**config.mk**
```make
export PLATFORM = sky130hd
export DESIGN_NAME = plc_style_timer
export DESIGN_NICKNAME = d
export VERILOG_FILES = /design/src/rtl/plcst_pkg.sv /design/src/rtl/plcst_cfg_regs.sv /design/src/rtl/plcst_core.sv /design/src/rtl/plcst_out_reg.sv /design/src/rtl/plc_style_timer.sv
export SDC_FILE = /design/constraint.sdc
export NUM_CORES = 1
export LEC_CHECK = 0
export ABC_CLOCK_PERIOD_IN_PS = 11900
export BUFFER_PORTS_ARGS = -buffer_cell sky130_fd_sc_hd__buf_2
export CORE_AREA = 2 2 107 99
export DETAILED_ROUTE_END_ITERATION = 10
export DIE_AREA = 0 0 109 101
export MAX_ROUTING_LAYER = met4
export PLACE_DENSITY = 0.76
export SYNTH_ARGS = -nofsm -noshare
export SYNTH_HDL_FRONTEND = slang
export SYNTH_SLANG_ARGS = --single-unit
export TNS_END_PERCENT = 1
```
**constraint.sdc**
```tcl
create_clock -name clk -period 11.9 [get_ports clk]
set_input_delay 1.19 -clock clk [delete_from_list [all_inputs] [get_ports clk]]
set_output_delay 1.19 -clock clk [all_outputs]
set_load 0.005 [all_outputs]
```
**src/rtl/plcst_pkg.sv**
```systemverilog
// ----------------------------------------------------------------------------
// plcst_pkg: shared types and constants for the PLC-style timer
// Mode codes, field widths and the configuration record.
// ----------------------------------------------------------------------------
`default_nettype none

package plcst_pkg;

  // Time base width; the elapsed count wraps modulo 2^TIME_WIDTH
  localparam int TIME_WIDTH = 32;
  // Widths of the fixed fields
  localparam int NOW_W      = 32;
  localparam int PRESET_W   = 32;
  localparam int MODE_W     = 3;
  // Compare width covers both the elapsed count and the preset
  localparam int CMP_W      = (TIME_WIDTH > PRESET_W) ? TIME_WIDTH : PRESET_W;

  // Stream payload widths, padded to whole bytes
  localparam int IN_DATA_W  = 40;
  localparam int OUT_DATA_W = 8;

  // Configuration register indexes
  localparam int CFG_INDEX_W = 1;
  localparam logic [CFG_INDEX_W-1:0] REG_TIMER_MODE   = 1'd0;
  localparam logic [CFG_INDEX_W-1:0] REG_PRESET_TICKS = 1'd1;
  localparam int CFG_DATA_W = 32;

  // Timer modes
  localparam logic [MODE_W-1:0] MODE_PULSE     = 3'd0;
  localparam logic [MODE_W-1:0] MODE_EXT_PULSE = 3'd1;
  localparam logic [MODE_W-1:0] MODE_ON_DELAY  = 3'd2;
  localparam logic [MODE_W-1:0] MODE_RET_ON    = 3'd3;
  localparam logic [MODE_W-1:0] MODE_OFF_DELAY = 3'd4;

  // Configuration as seen by the timer core
  typedef struct packed {
    logic [MODE_W-1:0]   mode;
    logic [PRESET_W-1:0] preset;
  } cfg_t;

endpackage

`default_nettype wire

```
**src/rtl/plcst_cfg_regs.sv**
```systemverilog
// ----------------------------------------------------------------------------
// plcst_cfg_regs: configuration registers
// Holds the timer mode and preset, written through a plain write port.
// ----------------------------------------------------------------------------
`default_nettype none

module plcst_cfg_regs (
  input  wire logic                              clk,
  input  wire logic                              rst,
  input  wire logic                              cfg_wr_en,
  input  wire logic [plcst_pkg::CFG_INDEX_W-1:0] cfg_index,
  input  wire logic [plcst_pkg::CFG_DATA_W-1:0]  cfg_wdata,
  output plcst_pkg::cfg_t                        cfg
);
  import plcst_pkg::*;

  logic [MODE_W-1:0]   timer_mode;
  logic [PRESET_W-1:0] preset_ticks;

  // Register writes; only the low bits of the mode field are kept
  always_ff @(posedge clk) begin
    if (rst) begin
      timer_mode   <= MODE_PULSE;
      preset_ticks <= '0;
    end else if (cfg_wr_en) begin
      case (cfg_index)
        REG_TIMER_MODE:   timer_mode   <= cfg_wdata[MODE_W-1:0];
        REG_PRESET_TICKS: preset_ticks <= cfg_wdata[PRESET_W-1:0];
        default: ;
      endcase
    end
  end

  assign cfg.mode   = timer_mode;
  assign cfg.preset = preset_ticks;

endmodule

`default_nettype wire

```
**src/rtl/plcst_core.sv**
```systemverilog
// ----------------------------------------------------------------------------
// plcst_core: timer state and evaluation
// Keeps the running flag and start timestamp, and works out the output bit
// of each accepted request from one wrapping subtract and one compare.
// ----------------------------------------------------------------------------
`default_nettype none

module plcst_core (
  input  wire logic                        clk,
  input  wire logic                        rst,
  input  wire logic                        accept,
  input  wire logic                        set_level,
  input  wire logic                        reset_level,
  input  wire logic [plcst_pkg::NOW_W-1:0] now_ticks,
  input  wire plcst_pkg::cfg_t             cfg,
  output logic                             q
);
  import plcst_pkg::*;

  logic                  running;
  logic                  running_next;
  logic [TIME_WIDTH-1:0] start_time;
  logic [TIME_WIDTH-1:0] start_time_next;

  logic [CMP_W-1:0]      now_ext;
  logic [TIME_WIDTH-1:0] now_t;
  logic [TIME_WIDTH-1:0] elapsed;
  logic                  start;
  logic                  run1;
  logic                  live;

  // Time base fitted to TIME_WIDTH: truncated or zero-extended
  assign now_ext = CMP_W'(now_ticks);
  assign now_t   = now_ext[TIME_WIDTH-1:0];

  // Start (or restart in off-delay) when set is high
  assign start   = set_level && ((cfg.mode == MODE_OFF_DELAY) || !running);
  assign run1    = start || running;
  assign start_time_next = start ? now_t : start_time;
  assign elapsed = now_t - start_time_next;
  assign live    = CMP_W'(elapsed) < CMP_W'(cfg.preset);

  // Per-mode output and flag update
  always_comb begin
    q            = 1'b0;
    running_next = running;
    if (cfg.mode > MODE_OFF_DELAY) begin
      q            = 1'b0;
      running_next = running;
    end else if (reset_level || ((cfg.mode == MODE_PULSE) && !set_level)) begin
      running_next = 1'b0;
    end else begin
      running_next = run1;
      case (cfg.mode)
        MODE_PULSE: q = live;
        MODE_EXT_PULSE: begin
          if (live) begin
            q = 1'b1;
          end else if (!set_level) begin
            running_next = 1'b0;
          end
        end
        MODE_ON_DELAY: begin
          if (!live) begin
            running_next = set_level && run1;
            q            = set_level && run1;
          end
        end
        MODE_RET_ON: begin
          if (!live) q = run1;
        end
        default: begin
          if (live) begin
            q = run1;
          end else begin
            running_next = 1'b0;
          end
        end
      endcase
    end
  end

  // State registers; start time only changes on a real start
  always_ff @(posedge clk) begin
    if (rst) begin
      running    <= 1'b0;
      start_time <= '0;
    end else if (accept) begin
      running <= running_next;
      if (start && (cfg.mode <= MODE_OFF_DELAY) && !reset_level &&
          !((cfg.mode == MODE_PULSE) && !set_level)) begin
        start_time <= start_time_next;
      end
    end
  end

  // Reset input in a defined mode always leaves the timer idle
  a_reset_idles: assert property (@(posedge clk) disable iff (rst)
    accept && reset_level && (cfg.mode <= MODE_OFF_DELAY) |=> !running)
    else $error("running set after reset_level request");

  // Undefined modes leave the state alone
  a_bad_mode_hold: assert property (@(posedge clk) disable iff (rst)
    accept && (cfg.mode > MODE_OFF_DELAY) |=> $stable(running) && $stable(start_time))
    else $error("state changed in undefined mode");

  // Outside extended pulse a high output means the timer is running
  a_out_running: assert property (@(posedge clk) disable iff (rst)
    accept && q && (cfg.mode != MODE_EXT_PULSE) |=> running)
    else $error("output high with timer stopped");

endmodule

`default_nettype wire

```
**src/rtl/plcst_out_reg.sv**
```systemverilog
// ----------------------------------------------------------------------------
// plcst_out_reg: result register
// Holds one result until the receiver takes it; a new request can be
// accepted in the same cycle that the held result leaves.
// ----------------------------------------------------------------------------
`default_nettype none

module plcst_out_reg (
  input  wire logic clk,
  input  wire logic rst,
  input  wire logic load,
  input  wire logic q,
  output logic      can_load,
  output logic      out_valid,
  output logic      out_q,
  input  wire logic out_ready
);

  // Free when empty or being drained this cycle
  assign can_load = !out_valid || out_ready;

  always_ff @(posedge clk) begin
    if (rst) begin
      out_valid <= 1'b0;
    end else if (can_load) begin
      out_valid <= load;
    end
  end

  always_ff @(posedge clk) begin
    if (load && can_load) out_q <= q;
  end

endmodule

`default_nettype wire

```
**src/rtl/plc_style_timer.sv**
```systemverilog
// ----------------------------------------------------------------------------
// plc_style_timer: PLC-style timer with five modes
// Pulse, extended pulse, on-delay, retentive on-delay and off-delay timer
// evaluated once per stream request.
//
// Input stream (s_*): each request carries set and reset levels and the
// current value of a free-running time base. Output stream (m_*): one
// timer output bit per request, in order.
// Configuration: cfg_wr_en / cfg_index / cfg_wdata, index 0 is the mode,
// index 1 the preset in ticks. Write only while the block is idle.
// Output: the result is registered and is valid in the cycle after the request is accepted.
// Throughput: one request per cycle while m_tready is high; the state update is one wrapping
// subtract and one compare on the time base, done in the accepting cycle.
// Reset (rst, synchronous): running flag, start time and configuration
// clear, the output register empties.
// Stall: while m_tready is low the held result stays and s_tready drops;
// a request is taken in the same cycle that the held result is taken.
// ----------------------------------------------------------------------------
`default_nettype none

module plc_style_timer (
  input  wire logic                              clk,
  input  wire logic                              rst,
  // Request stream
  input  wire logic                              s_tvalid,
  output logic                                   s_tready,
  // [0] set_level, [1] reset_level, [33:2] now_ticks, [39:34] zero
  input  wire logic [plcst_pkg::IN_DATA_W-1:0]   s_tdata,
  // Result stream
  output logic                                   m_tvalid,
  input  wire logic                              m_tready,
  // [0] timer_out, [7:1] zero
  output logic [plcst_pkg::OUT_DATA_W-1:0]       m_tdata,
  // Configuration write port
  input  wire logic                              cfg_wr_en,
  input  wire logic [plcst_pkg::CFG_INDEX_W-1:0] cfg_index,
  input  wire logic [plcst_pkg::CFG_DATA_W-1:0]  cfg_wdata
);
  import plcst_pkg::*;

  cfg_t             cfg;
  logic             accept;
  logic             q;
  logic             out_q;
  logic [NOW_W-1:0] now_ticks;

  assign now_ticks = s_tdata[NOW_W+1:2];
  assign accept    = s_tvalid && s_tready;

  plcst_cfg_regs u_cfg (
    .clk       (clk),
    .rst       (rst),
    .cfg_wr_en (cfg_wr_en),
    .cfg_index (cfg_index),
    .cfg_wdata (cfg_wdata),
    .cfg       (cfg)
  );

  plcst_core u_core (
    .clk         (clk),
    .rst         (rst),
    .accept      (accept),
    .set_level   (s_tdata[0]),
    .reset_level (s_tdata[1]),
    .now_ticks   (now_ticks),
    .cfg         (cfg),
    .q           (q)
  );

  plcst_out_reg u_out (
    .clk       (clk),
    .rst       (rst),
    .load      (s_tvalid),
    .q         (q),
    .can_load  (s_tready),
    .out_valid (m_tvalid),
    .out_q     (out_q),
    .out_ready (m_tready)
  );

  assign m_tdata = {{(OUT_DATA_W-1){1'b0}}, out_q};

endmodule

`default_nettype wire

```
== Word level (Yosys, flattened, before mapping) ==
Cells that the tools add are included.

* Add/sub/neg operators: 1
* Order comparisons: 3
* Eq/ne operators: 4
* Muxes and demuxes: 11
* Bitwise logic cells: 2
* Reduce and logical (&&, ||, !) cells: 23

{| class="wikitable"
|+ Operators by type and width
! cell !! number
|-
| $lt 32x32->1 || 1
|-
| $mux 32 || 1
|-
| $sub 32x32->32 || 1
|-
| $mux 1 || 8
|-
| $reduce_and 2->1 || 4
|-
| $logic_and 1x1->1 || 7
|-
| $eq 3x2->1 const B || 2
|-
| $logic_not 1->1 || 5
|-
| $logic_or 1x1->1 || 4
|-
| $pmux 1 s4 || 1
|-
| $reduce_or 2->1 || 2
|-
| $eq 3x1->1 const B || 1
|-
| $eq 3x3->1 const B || 1
|-
| $gt 3x3->1 const B || 1
|-
| $le 3x3->1 const B || 1
|-
| $logic_not 3->1 || 1
|-
| $pmux 1 s3 || 1
|-
| $not 1->1 || 2
|}

* Flip-flop bits (word level): 70
* Input port bits: 78
* Output and inout port bits: 10
* Word-level logic and storage cells: 50

== Longest topological paths before layout ==
Gate-level depths: netlist of run 1.

* Word-level depth: 9
* Mapped depth: 26
* Mapped depth without buffers: 26

== Hierarchy ==
From an unflattened synthesis of run 1, not the netlist that was laid out.

* Cell total of the unflattened synthesis: 673
* Area, all modules: 5975.7 um2

{| class="wikitable"
|+ Modules (own cells, without submodules)
! module !! instances !! cells an instance !! area each (um2) !! seq. area each (um2)
|-
| plcst_core || 1 || 499 || 3973.8 || 660.6
|-
| plcst_cfg_regs || 1 || 158 || 1846.8 || 700.7
|-
| plcst_out_reg || 1 || 6 || 85.1 || 50.0
|-
| plc_style_timer || 1 || 10 || 70.1 || 0.0
|}

== Least setup slack after synthesis of run 1 ==
OpenSTA, ideal clock, no wires.

* Path kind: input port to flip-flop
* From: in s_tdata[0] (netlist bit)
* To: reg u_out.out_q, data pin
* Setup time: 0.267 ns
* Arrival time: 5.722 ns
* Data required time: 11.633 ns
* Setup slack: 5.911 ns
* Cell stages on the path: 23
* Path buffers: 2
* Cells stage by stage: o21a_1 clkbuf_1 buf_1 mux2i_1 ha_1 nor2b_1 o21ai_1 a21o_1 a21o_1 o31a_4 o31ai_4 a31oi_2 o41ai_2 xnor2_1 ha_1 a21o_1 a21o_1 a21o_1 a21oi_1 o2111ai_1 a2bb2oi_1 mux2i_1 a311oi_1

* Cells in the longest elaborated chain, start to end: 6
* Elaborated cells between the ends (all ways): 15
* Those cells by class: add/sub: 1; order compare: 1; mux: 6; reduce/logical: 7

{| class="wikitable"
|+ Ends and longest elaborated chain
! item !! RTL line !! source
|-
| start, declared || plc_style_timer.sv:28 || <nowiki>input wire logic [plcst_pkg::IN_DATA_W-1:0] s_tdata,</nowiki>
|-
| $logic_and 1x1->1 || plcst_core.sv:37 || <nowiki>assign start = set_level && ((cfg.mode == MODE_OFF_DELAY) || !running);</nowiki>
|-
| $mux 32 || plcst_core.sv:39 || <nowiki>assign start_time_next = start ? now_t : start_time;</nowiki>
|-
| $sub 32x32->32 || plcst_core.sv:40 || <nowiki>assign elapsed = now_t - start_time_next;</nowiki>
|-
| $lt 32x32->1 || plcst_core.sv:41 || <nowiki>assign live = CMP_W'(elapsed) < CMP_W'(cfg.preset);</nowiki>
|-
| $mux 1, on equally long branches || n/a ||
|-
| $pmux 1 s4 || plcst_core.sv:54 || <nowiki>case (cfg.mode)</nowiki>
|-
| end signal, assigned || plcst_out_reg.sv:31 || <nowiki>if (load && can_load) out_q <= q;</nowiki>
|-
| end, declared || plcst_out_reg.sv:15 || <nowiki>output logic out_q,</nowiki>
|}

Parallel ways exist; a longest one is shown, timed or not.
A chain may end at the register's enable or synchronous reset.

== Worst setup path in the final report of run 1 ==
Ends and elaborated chain as after synthesis.

==> impl_metrics.yaml, run 1 <==
outcome:
  status: "finished clean"
floorplanning:
  die_w_um: 109
  chipHeight_um: 101
  io_pins: 88
  core_sq_um: 9941
  design.die.area_sq_um: 11010
  start_util_pct: 53.19
  row_count: 35
drt:
  wl_um: 11910
  vias_per_cell: 5.531
  avgRoutedWirePerCell_um: 13.99
  drt-pass1-iter-count: 4
  detail-route-antenna-nets: 0
  num_vias: 4707
  drc: 0
  drt_iter0_markers: 222
clocking:
  post-cts-setup-buffers: 0
  cts.clk_slew.worst_paths_ns: 0.08
  tritoncts: "done"
  htree_levels: 3
  clk_latency_ns: 0.36
  ctsHoldBuffers: 0
  clkSinkCount: 70
  clockBufferDepth: 2
  numCtsBuffers: 9
  root_buffer: "clkbuf_8"
  cts.repair.resized: 0
sta:
  slew_violations: 0
  setup_viol: 0
  tightest_slew_ns: 1.095
  min_period_ns: 6.160
  whs_ns: 0.4560
  hold_viol: 0
  fin_setup_tns_ns: 0
  worst_clock_skew_ns: 0.007319
  period_share_pct: 51.76
  slew_headroom_pct: 27.02
  max_freq_mhz: 162.3
  rsz0062_at_grt: "no"
setup_path:
  criticalPathCategory: "input pin to flip-flop"
  r2r_cells: 21
  critical_path.max_fanout: 31
  required_ns: 12.01
  cp-end-kind: "flip-flop"
  cp-start-kind: "input pin"
  worst-endpoint-arrival_ns: 6.27
placed_design:
  dpl.hpwl_um: 9088
  gp_congestion: 0.8712
  post-place-cells: 835
  numPortBuffers: 74
  place_area_sq_um: 5699
global_route:
  grt_usage_pct: 23.94
  gr-total-overflow: 0
  antenna_found_initial: 0
  grt_max_degree: 70
  grt_pass1_wl_um: 20430
  first_global_vias: 4469
power:
  power_leakage_nw: 2.528
  ir_worst_vdd_mv: 0.07402
  p_per_area_nw_per_um2: 125.0
final_layout:
  layout-drive-gt1-share_pct: 14.54
  fin_area_sq_um: 5922
  layout_common_cells: "nand2_1, buf_2, a21oi_1"
  insertedDiodeCount: 0
  seq_area_sq_um: 1411
  fin_cells: 851
  area_delta_synth_final_pct: 12.00
  final_common_cell: "nand2_1"
  multiInputGateArea_sq_um: 3550
  n_fill_cell: 869
  finalNetCount: 858
min_path:
  hp-class: "flip-flop to flip-flop"
  whs_path_depth: 2
job:
  cap_violations: 0
synthesis:
  synth_warnings: 0
  mappedNetlistArea_sq_um: 5288
  synth_seq_cells: 70
  syn_inst: 661
  yosysSeqAreaShare_pct: 26.69
  yosysUniqueCellTypes: 59
  synth_edf_count: 1
  ys.flop_type: "dfxtp_1"
  syn_avg_cell_area_sq_um: 7.999
  synthArstFlopShare_pct: 0
## cells in the mapped netlist (all sizes together), types with 2 or more instances
| master | number | share of area [%] |
|---|---|---|
| a21oi | 70 | 6.6 |
| xor2 | 13 | 2.2 |
| nor2b | 5 | 0.59 |
| a21o | 25 | 3.5 |
| inv | 49 | 3.5 |
| a31oi | 5 | 0.71 |
| clkbuf | 25 | 1.8 |
| mux2i | 36 | 6.8 |
| and3 | 2 | 0.24 |
| buf | 13 | 1.5 |
| o31a | 3 | 0.66 |
| a211oi | 35 | 5.0 |
| o21ai | 17 | 1.7 |
| xnor2 | 19 | 3.1 |
| nand2 | 88 | 6.2 |
| or3 | 2 | 0.24 |
| o21a | 6 | 0.85 |
| dfxtp | 69 | 26 |
| nor4 | 3 | 0.35 |
| o41ai | 2 | 0.62 |
| o211ai | 2 | 0.28 |
| a211o | 2 | 0.33 |
| o31ai | 4 | 0.83 |
| nand2b | 2 | 0.24 |
| nor3 | 2 | 0.19 |
| a41oi | 3 | 0.50 |
| nor2 | 51 | 3.6 |
| nand3 | 4 | 0.38 |
| and2 | 3 | 0.35 |
| nand4 | 8 | 0.95 |
| o21bai | 10 | 1.4 |
| a31o | 2 | 0.33 |
| ha | 62 | 15 |
## registers in the layout, indices dropped and copies added, names as in the netlist
register / cells
u_out.out_valid: 1
u_cfg.timer_mode: 3
u_cfg.preset_ticks: 32
u_core.start_time: 32
u_out.out_q: 1
u_core.running: 1
## power by group
group          total [W]  switching (W)  leakage, nW  internal [W]
clock network   0.000219      0.0000958        0.108      0.000123
logic           0.000270       0.000149         1.85      0.000121
registers       0.000252     0.00000627        0.573      0.000246
total           0.000740       0.000251         2.53      0.000489
## critical path: stages
cell,delay (ns)
buf_2,0.14
o21a_2,0.13
buf_4,0.44
mux2i_1,0.41
ha_1,0.17
nor2b_1,0.12
o21ai_1,0.08
a21o_1,0.20
a21o_1,0.20
o31a_4,0.40
o311ai_0,0.43
nand2_1,0.21
o31ai_1,0.42
xnor2_1,0.14
ha_1,0.23
a211oi_1,0.23
o211ai_1,0.14
a31oi_1,0.28
a2bb2oi_1,0.36
mux2i_1,0.25
a311oi_1,0.06
## routing by layer
metal,part of all wire (%),global-route usage [%],vias to the layer above
li1,-,-,2439
met1,47,30.29,2185
met2,48,38.51,75
met3,4.0,5.042,8
met4,0.84,6.805,0
met5,0,-,-
## final timing paths
path | from | slack (ns) | endpoint
setup / recovery | s_tdata[0] | 5.74 | u_out.out_q$_SDFFCE_PP0P_
hold / removal | u_cfg.preset_ticks[14]$_SDFFE_PP0P_ | 0.46 | u_cfg.preset_ticks[14]$_SDFFE_PP0P_
setup reg to reg | u_cfg.timer_mode[2]$_SDFFE_PP0P_ | 5.99 | u_out.out_q$_SDFFCE_PP0P_
hold reg to reg | u_cfg.preset_ticks[14]$_SDFFE_PP0P_ | 0.46 | u_cfg.preset_ticks[14]$_SDFFE_PP0P_
## stage by stage
step | worst slack (ns) | total power, W | util [%]
after CTS | 5.759 | 0.0007451 | 59.57
after floorplan | 5.911 | 0.0004626 | -
after global routing | 5.270 | 0.0007925 | 59.57
after detailed placement | 5.378 | 0.0005253 | 57.33
after global placement | 5.432 | 0.0005164 | 57.33
final | 5.740 | 0.0007402 | 59.57
## cell type report
cell class	count	share of cell area [%]
Inverter	49	3.106
Clock buffer	10	2.324
Tap cell	129	2.726
Clock inverter	6	1.437
Multi-Input combinational cell	510	59.94
Sequential cell	70	23.83
Timing Repair Buffer	77	6.634
## cell families (layout without fill, tap and decap cells)
kind of cell / after synthesis / count (layout) / share of synthesized area (%)
buf+inv: 87 / 142 / 6.768
other cells: 1 / 7 / 0.07092
xor+xnor: 32 / 32 / 5.301
simple gates: 175 / 175 / 14.20
flops: 70 / 70 / 26.69
fa+ha+maj: 63 / 63 / 15.05
compound gates: 197 / 197 / 25.11
mux: 36 / 36 / 6.815
Power figures use the tool's default switching activity.
==> run 2: changes to the inputs <==
- ABC_CLOCK_PERIOD_IN_PS: 11900 -> 6200
- clock period: 11.9 -> 6.2 ns (I/O delays scaled with it)
==> impl_metrics.yaml, run 2 (same netlist as run 1, synthesis figures left out) <==
clocking:
  tritoncts: "done"
  htree_levels: 3
  cts.clk_slew.worst_paths_ns: 0.08
  clk_latency_ns: 0.37
  post-cts-setup-buffers: 0
  ctsHoldBuffers: 0
  root_buffer: "clkbuf_8"
  cts.repair.resized: 0
  clkSinkCount: 70
  numCtsBuffers: 9
  clockBufferDepth: 2
final_layout:
  insertedDiodeCount: 0
  layout_common_cells: "nand2_1, buf_2, a21oi_1"
  final_common_cell: "nand2_1"
  area_delta_synth_final_pct: 11.67
  final_core_util_pct: 59.40
  finalNetCount: 859
  top_regs: "u_cfg.preset_ticks x32, u_core.start_time x32, u_cfg.timer_mode x3"
  layout-drive-gt1-share_pct: 14.66
setup_path:
  criticalPathCategory: "flip-flop to flip-flop"
  worst-endpoint-arrival_ns: 5.80
  max_stage_delay_ns: 0.45
  slowest_stage: "dfxtp_1"
  cp-end-kind: "flip-flop"
  worst_path_most_repeated_cell: "a21o_1"
  cp-start-kind: "flip-flop"
  required_ns: 6.39
  crit_chain: "nor3b_2, o21a_2, buf_4, mux2i_1, ha_1, or2_2, o31ai_1, a21o_1, o31a_4, o31ai_4, a31oi_2, o41ai_2, xnor2_1, ha_1, a21o_1, a21o_1, a21o_1, a21oi_1, o2111ai_1, a2bb2oi_1, nand3_1, a311oi_1"
  critical_path.max_fanout: 9
min_path:
  hp-class: "flip-flop to flip-flop"
drt:
  avgRoutedWirePerCell_um: 14.22
  drt_iter0_markers: 219
  drc: 0
  detail-route-antenna-nets: 0
  num_vias: 4660
  drt-pass1-iter-count: 4
  vias_per_cell: 5.469
  wl_um: 12120
placed_design:
  numPortBuffers: 74
  gp_congestion: 0.9022
  dpl.hpwl_um: 9154
  place_ws_ns: 0.5933
global_route:
  grt_usage_pct: 24.31
  first_global_vias: 4455
  grt_max_degree: 70
  antenna_found_initial: 0
  gr-total-overflow: 0
  grt_pass1_wl_um: 20670
sta:
  tightest_slew_ns: 1.067
  slew_headroom_pct: 28.90
  min_period_ns: 5.609
  whs_ns: 0.4553
  setup_viol: 0
  worst_clock_skew_ns: 0.009377
  hold_viol: 0
  period_share_pct: 90.48
  rsz0062_at_grt: "no"
  max_freq_mhz: 178.3
  setup_ws_ns: 0.5905
  slew_violations: 0
  fin_setup_tns_ns: 0
power:
  ir_worst_vdd_mv: 0.1498
  p_per_area_nw_per_um2: 234.7
  power_leakage_nw: 2.521
floorplanning:
  row_count: 35
  io_pins: 88
  core_sq_um: 9941
  design.die.area_sq_um: 11010
  chipHeight_um: 101
  die_w_um: 109
  start_util_pct: 53.19
outcome:
  status: "finished clean"
job:
  cap_violations: 0
run 2: cell count changes in the layout (fill, tap and decap cells not counted), sizes merged:
cell,previous run,this run
buf,77,78
bufinv,2,1
clkbuf,10,9
clkinv,2,3
inv,49,50
run 2: worst max-delay path, delay by kind of cell (launching register included):
kind	cells	cell delay (ns)
simple gates	3	0.54
compound gates	14	3.21
fa+ha+maj	2	0.55
mux	1	0.26
xor+xnor	1	0.18
buf+inv	1	0.25
flops	1	0.45
run 2: path summary, 6_finish.rpt:
check | slack, ns | depth (start not counted) | from | to
setup reg to reg | 0.59 | 22 | u_cfg.timer_mode[2]$_SDFFE_PP0P_ | u_out.out_q$_SDFFCE_PP0P_
hold reg to reg | 0.46 | 2 | u_cfg.preset_ticks[30]$_SDFFE_PP0P_ | u_cfg.preset_ticks[30]$_SDFFE_PP0P_
setup / recovery | 0.59 | 22 | u_cfg.timer_mode[2]$_SDFFE_PP0P_ | u_out.out_q$_SDFFCE_PP0P_
hold / removal | 0.46 | 2 | u_cfg.preset_ticks[30]$_SDFFE_PP0P_ | u_cfg.preset_ticks[30]$_SDFFE_PP0P_
run 2: final cells by class:
cell class              instances  area [sq um]
multi-input cells             510          3550
clock inverters                 7         73.82
fillers                       915          4036
inverters                      49         183.9
clock buffers                   9         123.9
flip-flops and latches         70          1411
well taps                     129         161.4
repair buffers                 78         400.4
run 2: where the power goes:
group          internal [W]  leakage (nW)  total [W]  switching, W
clock network      0.000186        0.0957   0.000379      0.000193
logic              0.000233          1.85   0.000524      0.000291
registers          0.000471         0.573   0.000483     0.0000119
run 2: stage by stage:
| stage | instance area, sq um | total power [W] | cells |
|---|---|---|---|
| 2_1_floorplan | 5310 | 0.0008878 | 667 |
| 3_3_place_gp | 5707 | 0.0009924 | 836 |
| 6_report | 5904 | 0.001386 | 852 |
| 5_1_grt | 5904 | 0.001490 | 852 |
| 4_1_cts | 5904 | 0.001398 | 852 |
| 3_5_place_dp | 5707 | 0.001010 | 836 |
run 2: per-layer routing:
metal	routed length, um	part of all wire [%]	global-route usage [%]
met1	5671	47	30.43
met2	5774	48	39.70
met3	473	3.9	4.266
met4	197	1.6	7.890
met5	0	0	-
